**config.mk**
```make
export PLATFORM = sky130hd
export DESIGN_NAME = recency_ordered_key_value_table_top
export DESIGN_NICKNAME = d
export VERILOG_FILES = /design/src/rtl/rokv_pkg.sv /design/src/rtl/rokv_cell.sv /design/src/rtl/recency_ordered_key_value_table_top.sv
export SDC_FILE = /design/constraint.sdc
export NUM_CORES = 2
export LEC_CHECK = 0
export ABC_AREA = 1
export BUFFER_PORTS_ARGS = -buffer_cell sky130_fd_sc_hd__buf_2
export CAP_MARGIN = 20
export CORE_ASPECT_RATIO = 1.25
export CORE_MARGIN = 8
export CORE_UTILIZATION = 49
export DETAILED_ROUTE_END_ITERATION = 12
export SLEW_MARGIN = 30
export SYNTH_ARGS = -nofsm -noshare
export SYNTH_HDL_FRONTEND = slang
export SYNTH_SLANG_ARGS = --single-unit
```
**constraint.sdc**
```tcl
create_clock -name clock -period 9.5 [get_ports clock]
set_clock_uncertainty 0.05 [all_clocks]
set_input_delay 0.475 -clock clock [delete_from_list [all_inputs] [get_ports clock]]
set_output_delay 0.475 -clock clock [all_outputs]
set_load 0.02 [all_outputs]
```
**src/rtl/rokv_pkg.sv**
```systemverilog
`timescale 1ns / 1ps
package rokv_pkg;

   localparam int KEY_WIDTH     = 32;
   localparam int VALUE_WIDTH   = 32;
   localparam int DEFAULT_DEPTH = 16;

   typedef enum logic [1:0] {
      OP_INSERT = 2'd0,
      OP_SEARCH = 2'd1,
      OP_DELETE = 2'd2
   } op_type;

   typedef enum logic [1:0] {
      ST_OK   = 2'd0,
      ST_MISS = 2'd1,
      ST_FULL = 2'd2
   } status_type;

   typedef enum logic {
      SM_IDLE = 1'b0,
      SM_EXEC = 1'b1
   } state_type;

   // control broadcast from the sequencer to every cell
   typedef struct packed {
      logic capture;    // latch the compare result against the incoming key
      logic do_insert;  // every cell takes its left neighbour
      logic do_delete;  // cells at or past the first hit take their right neighbour
   } cell_ctrl_type;

endpackage

```
**src/rtl/rokv_cell.sv**
```systemverilog
`timescale 1ns / 1ps
module rokv_cell (
   input  logic                                clock,
   input  logic                                reset,
   input  rokv_pkg::cell_ctrl_type             ctrl,
   input  logic [rokv_pkg::KEY_WIDTH-1:0]      cmp_key,
   input  logic [rokv_pkg::KEY_WIDTH-1:0]      left_key,
   input  logic [rokv_pkg::VALUE_WIDTH-1:0]    left_value,
   input  logic                                left_valid,
   input  logic [rokv_pkg::KEY_WIDTH-1:0]      right_key,
   input  logic [rokv_pkg::VALUE_WIDTH-1:0]    right_value,
   input  logic                                right_valid,
   input  logic                                hit_prior,
   input  logic [rokv_pkg::VALUE_WIDTH-1:0]    acc_prior,
   output logic                                hit_next,
   output logic [rokv_pkg::VALUE_WIDTH-1:0]    acc_next,
   output logic [rokv_pkg::KEY_WIDTH-1:0]      key_out,
   output logic [rokv_pkg::VALUE_WIDTH-1:0]    value_out,
   output logic                                valid_out
);
   import rokv_pkg::*;

   logic [KEY_WIDTH-1:0]   key_ff, key_in;
   logic [VALUE_WIDTH-1:0] value_ff, value_in;
   logic                   valid_ff, valid_in;
   logic                   match_ff, match_in;
   logic                   first_hit;

   assign first_hit = match_ff & ~hit_prior;
   assign hit_next  = hit_prior | match_ff;
   assign acc_next  = acc_prior | (first_hit ? value_ff : '0);

   assign match_in = ctrl.capture ? (valid_ff && key_ff == cmp_key) : match_ff;

   always_comb begin
      key_in   = key_ff;
      value_in = value_ff;
      valid_in = valid_ff;
      priority if (ctrl.do_insert) begin
         key_in   = left_key;
         value_in = left_value;
         valid_in = left_valid;
      end else if (ctrl.do_delete && hit_next) begin
         key_in   = right_key;
         value_in = right_value;
         valid_in = right_valid;
      end
   end

   always_ff @(posedge clock) begin
      if (reset) begin
         valid_ff <= 1'b0;
         match_ff <= 1'b0;
      end else begin
         valid_ff <= valid_in;
         match_ff <= match_in;
      end
   end

   always_ff @(posedge clock) begin
      key_ff   <= key_in;
      value_ff <= value_in;
   end

   assign key_out   = key_ff;
   assign value_out = value_ff;
   assign valid_out = valid_ff;

endmodule

```
**src/rtl/recency_ordered_key_value_table_top.sv**
```systemverilog
`timescale 1ns / 1ps
// Recency-ordered key/value table built as a row of TABLE_DEPTH cells, newest in cell 0.
// Input channel req_*: tuser carries the operation (insert, search, delete), tdata the
// key in bits 31:0 and the value in bits 63:32. Every request gives one response on rsp_*:
// tuser is the status (ok, not found, full) and tdata the value found, zero otherwise.
// Insert pushes every entry one cell back and writes the new pair in front; an insert
// into a full table is refused. Search returns the newest matching entry; delete also
// removes it and the cells behind close up.
// The key is compared in every cell on the accept edge, and the following
// cycle resolves the first hit along the row and shifts the cells. The response is
// registered at the end of that cycle. No new request is taken while the request
// executes or while a response waits unsent. The first-hit resolution runs through
// the cell row and sets the cycle time for large depths.
// Reset (synchronous, active high) empties the table at once: no clearing pass.
// While rsp_tready is low the response waits in its register; a further request is
// not taken until that response has been transferred or leaves on the same edge.
module recency_ordered_key_value_table_top #(
   parameter int TABLE_DEPTH = rokv_pkg::DEFAULT_DEPTH
) (
   input  logic        clock,
   input  logic        reset,
   input  logic        req_tvalid,
   output logic        req_tready,
   input  logic [63:0] req_tdata,   // [31:0] req_key, [63:32] req_value
   input  logic [1:0]  req_tuser,   // [1:0] mode
   output logic        rsp_tvalid,
   input  logic        rsp_tready,
   output logic [31:0] rsp_tdata,   // [31:0] found_value
   output logic [1:0]  rsp_tuser    // [1:0] status
);
   import rokv_pkg::*;

   state_type              state_ff, state_in;
   op_type                 op_ff;
   logic [KEY_WIDTH-1:0]   key_ff;
   logic [VALUE_WIDTH-1:0] value_ff;
   logic                   rsp_valid_ff, rsp_valid_in;
   status_type             rsp_status_ff, rsp_status_in;
   logic [VALUE_WIDTH-1:0] rsp_value_ff, rsp_value_in;

   cell_ctrl_type          ctrl;
   logic                   req_xfer;
   logic                   rsp_free;
   logic                   table_full;

   logic [KEY_WIDTH-1:0]   cell_key   [TABLE_DEPTH];
   logic [VALUE_WIDTH-1:0] cell_value [TABLE_DEPTH];
   logic [TABLE_DEPTH-1:0] cell_valid;
   logic [TABLE_DEPTH:0]   hit_chain;
   logic [VALUE_WIDTH-1:0] acc_chain  [TABLE_DEPTH+1];

   assign rsp_free   = ~rsp_valid_ff | rsp_tready;
   assign req_xfer   = req_tvalid & req_tready;
   assign table_full = cell_valid[TABLE_DEPTH-1];

   // next state
   always_comb begin
      state_in = state_ff;
      unique case (state_ff)
         SM_IDLE: if (req_tvalid && rsp_free) state_in = SM_EXEC;
         SM_EXEC: state_in = SM_IDLE;
         default: state_in = SM_IDLE;
      endcase
   end

   // outputs of the sequencer
   always_comb begin
      req_tready     = 1'b0;
      ctrl           = '0;
      unique case (state_ff)
         SM_IDLE: begin
            req_tready   = rsp_free;
            ctrl.capture = req_tvalid & rsp_free;
         end
         SM_EXEC: begin
            ctrl.do_insert = (op_ff == OP_INSERT) && !table_full;
            ctrl.do_delete = (op_ff == OP_DELETE);
         end
         default: ;
      endcase
   end

   // response register
   always_comb begin
      rsp_valid_in  = rsp_valid_ff & ~rsp_tready;
      rsp_status_in = rsp_status_ff;
      rsp_value_in  = rsp_value_ff;
      if (state_ff == SM_EXEC) begin
         rsp_valid_in = 1'b1;
         rsp_value_in = '0;
         unique case (op_ff)
            OP_INSERT: rsp_status_in = table_full ? ST_FULL : ST_OK;
            OP_SEARCH, OP_DELETE: begin
               rsp_status_in = hit_chain[TABLE_DEPTH] ? ST_OK : ST_MISS;
               rsp_value_in  = acc_chain[TABLE_DEPTH];
            end
            default: rsp_status_in = ST_MISS;
         endcase
      end
   end

   always_ff @(posedge clock) begin
      if (reset) begin
         state_ff     <= SM_IDLE;
         rsp_valid_ff <= 1'b0;
      end else begin
         state_ff     <= state_in;
         rsp_valid_ff <= rsp_valid_in;
      end
   end

   always_ff @(posedge clock) begin
      rsp_status_ff <= rsp_status_in;
      rsp_value_ff  <= rsp_value_in;
      if (req_xfer) begin
         op_ff    <= op_type'(req_tuser);
         key_ff   <= req_tdata[KEY_WIDTH-1:0];
         value_ff <= req_tdata[KEY_WIDTH +: VALUE_WIDTH];
      end
   end

   assign hit_chain[0] = 1'b0;
   assign acc_chain[0] = '0;

   for (genvar i = 0; i < TABLE_DEPTH; i++) begin : g_cell
      logic [KEY_WIDTH-1:0]   l_key, r_key;
      logic [VALUE_WIDTH-1:0] l_value, r_value;
      logic                   l_valid, r_valid;

      if (i == 0) begin : g_head
         assign l_key   = key_ff;
         assign l_value = value_ff;
         assign l_valid = 1'b1;
      end else begin : g_body
         assign l_key   = cell_key[i-1];
         assign l_value = cell_value[i-1];
         assign l_valid = cell_valid[i-1];
      end

      if (i == TABLE_DEPTH-1) begin : g_tail
         // the oldest cell empties when the row closes up on delete
         assign r_key   = cell_key[i];
         assign r_value = cell_value[i];
         assign r_valid = 1'b0;
      end else begin : g_mid
         assign r_key   = cell_key[i+1];
         assign r_value = cell_value[i+1];
         assign r_valid = cell_valid[i+1];
      end

      rokv_cell u_cell (
         .clock       (clock),
         .reset       (reset),
         .ctrl        (ctrl),
         .cmp_key     (req_tdata[KEY_WIDTH-1:0]),
         .left_key    (l_key),
         .left_value  (l_value),
         .left_valid  (l_valid),
         .right_key   (r_key),
         .right_value (r_value),
         .right_valid (r_valid),
         .hit_prior   (hit_chain[i]),
         .acc_prior   (acc_chain[i]),
         .hit_next    (hit_chain[i+1]),
         .acc_next    (acc_chain[i+1]),
         .key_out     (cell_key[i]),
         .value_out   (cell_value[i]),
         .valid_out   (cell_valid[i])
      );
   end

   assign rsp_tvalid = rsp_valid_ff;
   assign rsp_tuser  = rsp_status_ff;
   assign rsp_tdata  = rsp_value_ff;

`ifndef ASSERT_OFF
   // occupied cells always form a prefix of the row
   a_valid_prefix: assert property (@(posedge clock) disable iff (reset)
      ((cell_valid + 1'b1) & cell_valid) == '0)
      else $error("occupied cells do not form a prefix");

   a_accept_exec: assert property (@(posedge clock) disable iff (reset)
      req_xfer |=> state_ff == SM_EXEC)
      else $error("accepted request did not start execution");

   a_exec_rsp: assert property (@(posedge clock) disable iff (reset)
      state_ff == SM_EXEC |=> rsp_valid_ff && state_ff == SM_IDLE)
      else $error("execution did not produce a response");

   a_full_hold: assert property (@(posedge clock) disable iff (reset)
      state_ff == SM_EXEC && op_ff == OP_INSERT && table_full |=> $stable(cell_valid))
      else $error("refused insert changed the table");

   a_search_hold: assert property (@(posedge clock) disable iff (reset)
      state_ff == SM_EXEC && op_ff == OP_SEARCH |=> $stable(cell_valid))
      else $error("search changed occupancy");
`endif

endmodule

```
Word level (Yosys, flattened, before mapping)
Index checks and enable logic that the tools add are counted.
{"block": "totals", "regBits": 1158, "wordCells": 326}
{"block": "classes", "n_eq_ne": 18, "n_mux": 117, "bitwise": 67, "reduce_logical": 53}
{"operator": "32-bit 2-to-1 mux", "n": 76}
{"operator": "32-bit == test", "n": 16}
{"operator": "32-bit OR", "n": 15}
{"operator": "1-bit 2-to-1 mux", "n": 37}
{"operator": "1-bit logical AND", "n": 34}
{"operator": "2-bit nonzero test", "n": 16}
{"operator": "1-bit AND", "n": 18}
{"operator": "1-bit inverter", "n": 18}
{"operator": "1-bit OR", "n": 16}
{"operator": "2-bit 2-to-1 mux", "n": 2}
{"operator": "2-bit case mux with 2 select lines", "n": 1}
{"operator": "2-bit by 1-bit == test with 1-bit output, second input constant", "n": 1}
{"operator": "2-bit == test, second input constant", "n": 1}
{"operator": "2-bit logical NOT", "n": 1}
{"operator": "1-bit case mux with 2 select lines", "n": 1}
{"operator": "2-bit OR reduction", "n": 1}
{"operator": "1-bit logical NOT", "n": 1}

Longest topological paths before layout
{"block": "logic_depth", "ltp_word": 18, "depth_mapped": 17, "mapped_depth_nobuf": 15}

Modules after synthesis
From an unflattened synthesis, not the netlist that was laid out.
{"block": "hier_totals", "cells_unflattened": 5301, "area_unflattened_um2": 62172.1}
{"mod": "rokv_cell", "instances": 16, "cells_each": 319, "area_per_inst_um2": 3669.8, "seq_area_each_um2": 1961.9}
{"mod": "recency_ordered_key_value_table_top", "instances": 1, "cells_each": 197, "area_per_inst_um2": 3455.8, "seq_area_each_um2": 3042.9}

Least setup slack after synthesis
OpenSTA, ideal clock, no wires.
{"block": "synth_path", "path_kind": "register to register", "start": "register state_ff", "end": "register g_cell[1].u_cell.valid_ff", "setup_ns": 0.130, "t_arrival_ns": 6.529, "slack_ns": 2.790, "stages_incl_launch_ff": 5, "path_cell_list": "dfxtp_1 -> nand2_1 -> o21ai_0 -> o21ai_0 -> a31oi_1"}
{"block": "synth_via", "elab_chain_len": 3, "word_cells_on_any_way": 4}
{"item": "start: declaration", "line": "recency_ordered_key_value_table_top.sv:33", "source": "state_type state_ff, state_in;"}
{"item": "start signal: assignment", "line": "recency_ordered_key_value_table_top.sv:107", "source": "state_ff <= state_in;"}
{"item": "2-bit 2-to-1 mux *", "line": "recency_ordered_key_value_table_top.sv:70", "source": "unique case (state_ff)"}
{"item": "1-bit logical AND", "line": "rokv_cell.sv:43", "source": "end else if (ctrl.do_delete && hit_next) begin"}
{"item": "2-bit nonzero test (no line)"}
{"item": "end signal: assignment", "line": "rokv_cell.sv:55", "source": "valid_ff <= valid_in;"}
{"item": "end: declaration", "line": "rokv_cell.sv:25", "source": "logic valid_ff, valid_in;"}
Every way passes the cells marked *; elsewhere a longest branch is shown, timed or not.
A chain may end at the register's enable or synchronous reset.

Worst setup path after layout
{"block": "layout_path", "start": "register g_cell[2].u_cell.match_ff", "end": "register g_cell[13].u_cell.key_ff[3], enable pin"}
{"block": "layout_via", "elab_chain_len": 14}
{"item": "start: declaration", "line": "rokv_cell.sv:26", "source": "logic match_ff, match_in;"}
{"item": "start signal: assignment", "line": "rokv_cell.sv:56", "source": "match_ff <= match_in;"}
{"item": "1-bit OR (12 in series)", "line": "rokv_cell.sv:30", "source": "assign hit_next = hit_prior | match_ff;"}
{"item": "1-bit logical AND", "line": "rokv_cell.sv:43"}
{"item": "2-bit nonzero test (no line)"}
{"item": "end signal: assignment", "line": "rokv_cell.sv:61", "source": "key_ff <= key_in;"}
{"item": "end: declaration", "line": "rokv_cell.sv:23", "source": "logic [KEY_WIDTH-1:0] key_ff, key_in;"}
No other way between the ends.

==> impl_metrics.ini <==
[route]
vias_per_cell = 5.84
wirelength_mm = 186
drcViolationCount = 0
ant_nets = 0
wl_per_cell_microns = 23.7
route.vias.total = 45900
drtIter0Drc = 5162
first_pass_iters = 6

[critical_path]
crit_chain = inv_2, nand4_4, nor3_2, nand4_2, nor2_4, nand3_2, nor2_4, o21ai_4, buf_16, buf_4
slowest_stage = nor2_4
required_ps = 9890
worstSetupStartpointType = register
cp_num_buf_inv = 3
cp_max_fo = 35
max_stage_delay_ps = 800
path_delay_family = simple AND/OR/NAND/NOR gates
cp_common_cell = nor2_4
critPathKind = register to register
cp-end-kind = register
critical_path_arrival_ps = 5360

[clock_tree]
clockRootBuffer = clkbuf_16
clk_latency_ps = 750
cts_max_path_buffers = 3
post_cts_resized = 0
path_clk_slew_ps = 60
cts_setup_buffers = 0
cts_buffers = 118
h-tree-depth = 3
cts_tree = done
cts_sinks = 1158

[grt]
grt_pass1_wl_mm = 279
grt_usage = 0.284
antenna_found_initial = 5
grt_pass1_vias = 45800
gr-total-overflow = 0
grt_max_degree = 237

[sta]
fin_crit_ps = 4970
rsz0062_at_grt = no
max-slew-margin-rel = 0.311
finalHoldViolations = 0
fmax_ghz = 0.201
worstMarginPinSlew_ps = 1030
setup-violations-final = 0
finalSetupTns_ps = 0
maxSlewViolCount = 0
period_share = 0.524

[logic_synthesis]
synth_cells = 6257
avgSynthCellArea_sq_um = 9.15
yosysUniqueCellTypes = 42
synth_ff_type = edfxtp_1
syn-num-nets = 6329
yosysSeqAreaShare = 0.601
yosysWarnings = 0
synth_seq_cells = 1158
async_flop_share = 0
netlist_area_sq_um = 57300
synth-edff-count = 1124

[placement]
gp_congestion = 0.972
portBuffers = 105
dpl.hpwl_mm = 128

[min_path]
hp-class = input port to register

[die]
pin_count = 106
die-area_sq_um = 128000
die_h_microns = 398
initial_core_util = 0.492
rows = 140
die_w_microns = 322
core_sq_um = 116000

[pwr]
p_comb_frac = 0.052
p_int_mw = 8.56
peakVddDrop_uv = 169
switchingPower_mw = 2.63
power_leakage_nw = 24.8
power_frac_seq = 0.515
p_sw_frac = 0.235
clkPwrFrac = 0.432
power_density_nw_per_um2 = 177

[final_layout]
utilization = 0.544
drive_above_1_share = 0.0641
fin_nets = 6269
syn_to_final_growth_pct = 10.6

[run_status]
status = complete, no violations

[flow_run]
maxCapViolations = 0
-- metal layers --
metal | global-route usage | up-vias | wire length (microns)
met5 | 0 | - | 26
met4 | 0.127 | 4 | 8880
met3 | 0.0441 | 475 | 12700
met2 | 0.521 | 1798 | 98000
met1 | 0.324 | 22600 | 66700
li1 | - | 21000 | -
-- worst paths after layout --
kind | startpoint | cells after the start | slack (ps) | endpoint
worst max register to register | g_cell[2].u_cell.match_ff | 10 | 4530 | g_cell[13].u_cell.key_out[3]
worst max-delay path | g_cell[2].u_cell.match_ff | 10 | 4530 | g_cell[13].u_cell.key_out[3]
worst min register to register | g_cell[14].u_cell.key_out[25] | 0 | 410 | g_cell[15].u_cell.key_out[25]
worst min-delay path | req_tdata[0] | 1 | 150 | g_cell[0].l_key[0]
-- logic make-up after synthesis --
kind of cell / Yosys count / share of synthesized area
buffers and inverters: 917 / 0.0607
xor gates and xnor gates: 181 / 0.0277
AOI/OAI and AO/OA: 944 / 0.0915
adders and majority gates: 2 / 0.000437
DFF: 1158 / 0.601
and+or+nand+nor: 3055 / 0.218
-- cell usage after synthesis, drive strengths merged, types with 2 or more instances --
cell / count / area (sq um)
nand2: 2187 / 8210
nor4: 39 / 244
clkbuf: 325 / 1220
nand3: 315 / 1580
a31oi: 9 / 56.3
edfxtp: 1124 / 33800
clkinv: 8 / 30.0
nor3: 55 / 292
ha: 2 / 25.0
nor2: 315 / 1220
and3: 2 / 12.5
o2111ai: 58 / 508
a211oi: 3 / 22.5
inv: 519 / 1950
nor4b: 5 / 43.8
dfxtp: 34 / 681
a211o: 2 / 17.5
o21ai: 664 / 3320
o221ai: 4 / 35.0
a21oi: 41 / 205
nand3b: 8 / 60.1
xor2: 138 / 1210
buf: 65 / 278
a221oi: 16 / 140
o211ai: 3 / 22.5
xnor2: 43 / 377
o22ai: 140 / 876
nand4: 129 / 835
-- per-stage QoR --
step / setup WS (ps) / hold slack, ps / power, mW / area, sq um / instances
2_1_floorplan: 2790 / 376 / 6.20 / 57300 / 6257
3_3_place_gp: 4320 / 383 / 6.42 / 58900 / 7600
3_5_place_dp: 4590 / 400 / 6.44 / 59000 / 7603
4_1_cts: 4530 / 104 / 11.2 / 63200 / 7862
5_1_grt: 4180 / 128 / 11.5 / 63300 / 7863
6_report: 4530 / 152 / 11.2 / 63300 / 7865
-- layout by cell type (no fill, tap or decap), types with 5 or more instances in the layout --
cell type,count
a21oi_1,41
a221oi_1,16
a31oi_1,9
buf_2,105
buf_4,57
buf_6,6
bufinv_16,13
clkbuf_1,16
clkbuf_16,120
clkbuf_8,6
clkinv_1,34
clkinv_2,32
dfxtp_1,29
dfxtp_2,5
dlygate4sd3_1,35
edfxtp_1,1124
inv_1,505
inv_2,13
nand2_1,2182
nand3_1,313
nand3b_1,8
nand4_1,126
nor2_1,306
nor2_4,8
nor3_1,52
nor4_1,38
nor4b_1,5
o2111ai_1,58
o21ai_0,659
o22ai_1,140
xnor2_1,43
xor2_1,138
-- registers in the layout (all words and copies together) (netlist names), 2 cells and up --
register / cells
g_cell.l_value: 32
op_ff: 2
g_cell.u_cell.key_out: 512
g_cell.u_cell.match_ff: 16
g_cell.u_cell.value_out: 512
g_cell.l_key: 32
rsp_tuser: 2
g_cell.u_cell.valid_out: 16
rsp_tdata: 32
-- power by group through the flow --
stage / combinational [mW] / clock (mW) / sequential, mW
finish: 0.585 / 4.84 / 5.77
global route: 0.629 / 5.08 / 5.77
CTS: 0.575 / 4.90 / 5.77
floorplan: 0.339 / 0 / 5.86
detailed placement: 0.561 / 0 / 5.87
global placement: 0.550 / 0 / 5.87
-- cell type report --
| class | instances | area (sq um) |
|---|---|---|
| sequential | 1158 | 34400 |
| tap | 1562 | 1950 |
| clock inverter | 82 | 774 |
| clock buffer | 142 | 3150 |
| antenna | 2 | 5.00 |
| multi-input combinational | 4182 | 19500 |
| fill | 10900 | 53000 |
| inverter | 527 | 1990 |
| timing repair buffer | 210 | 1530 |
-- worst register-to-register path, stage by stage, from the launching register on --
cell,delay [ps]
dfxtp_2,520
inv_2,580
nand4_4,250
nor3_2,370
nand4_2,240
nor2_4,600
nand3_2,270
nor2_4,800
o21ai_4,360
buf_16,290
buf_4,300
-- repair_timing --
action | CTS | global route
endpoints found under the hold margin | 35 | 0
endpoints found under the setup margin | 0 | 0
hold buffers | 35 | 0
(Power assumes the default switching activity.)
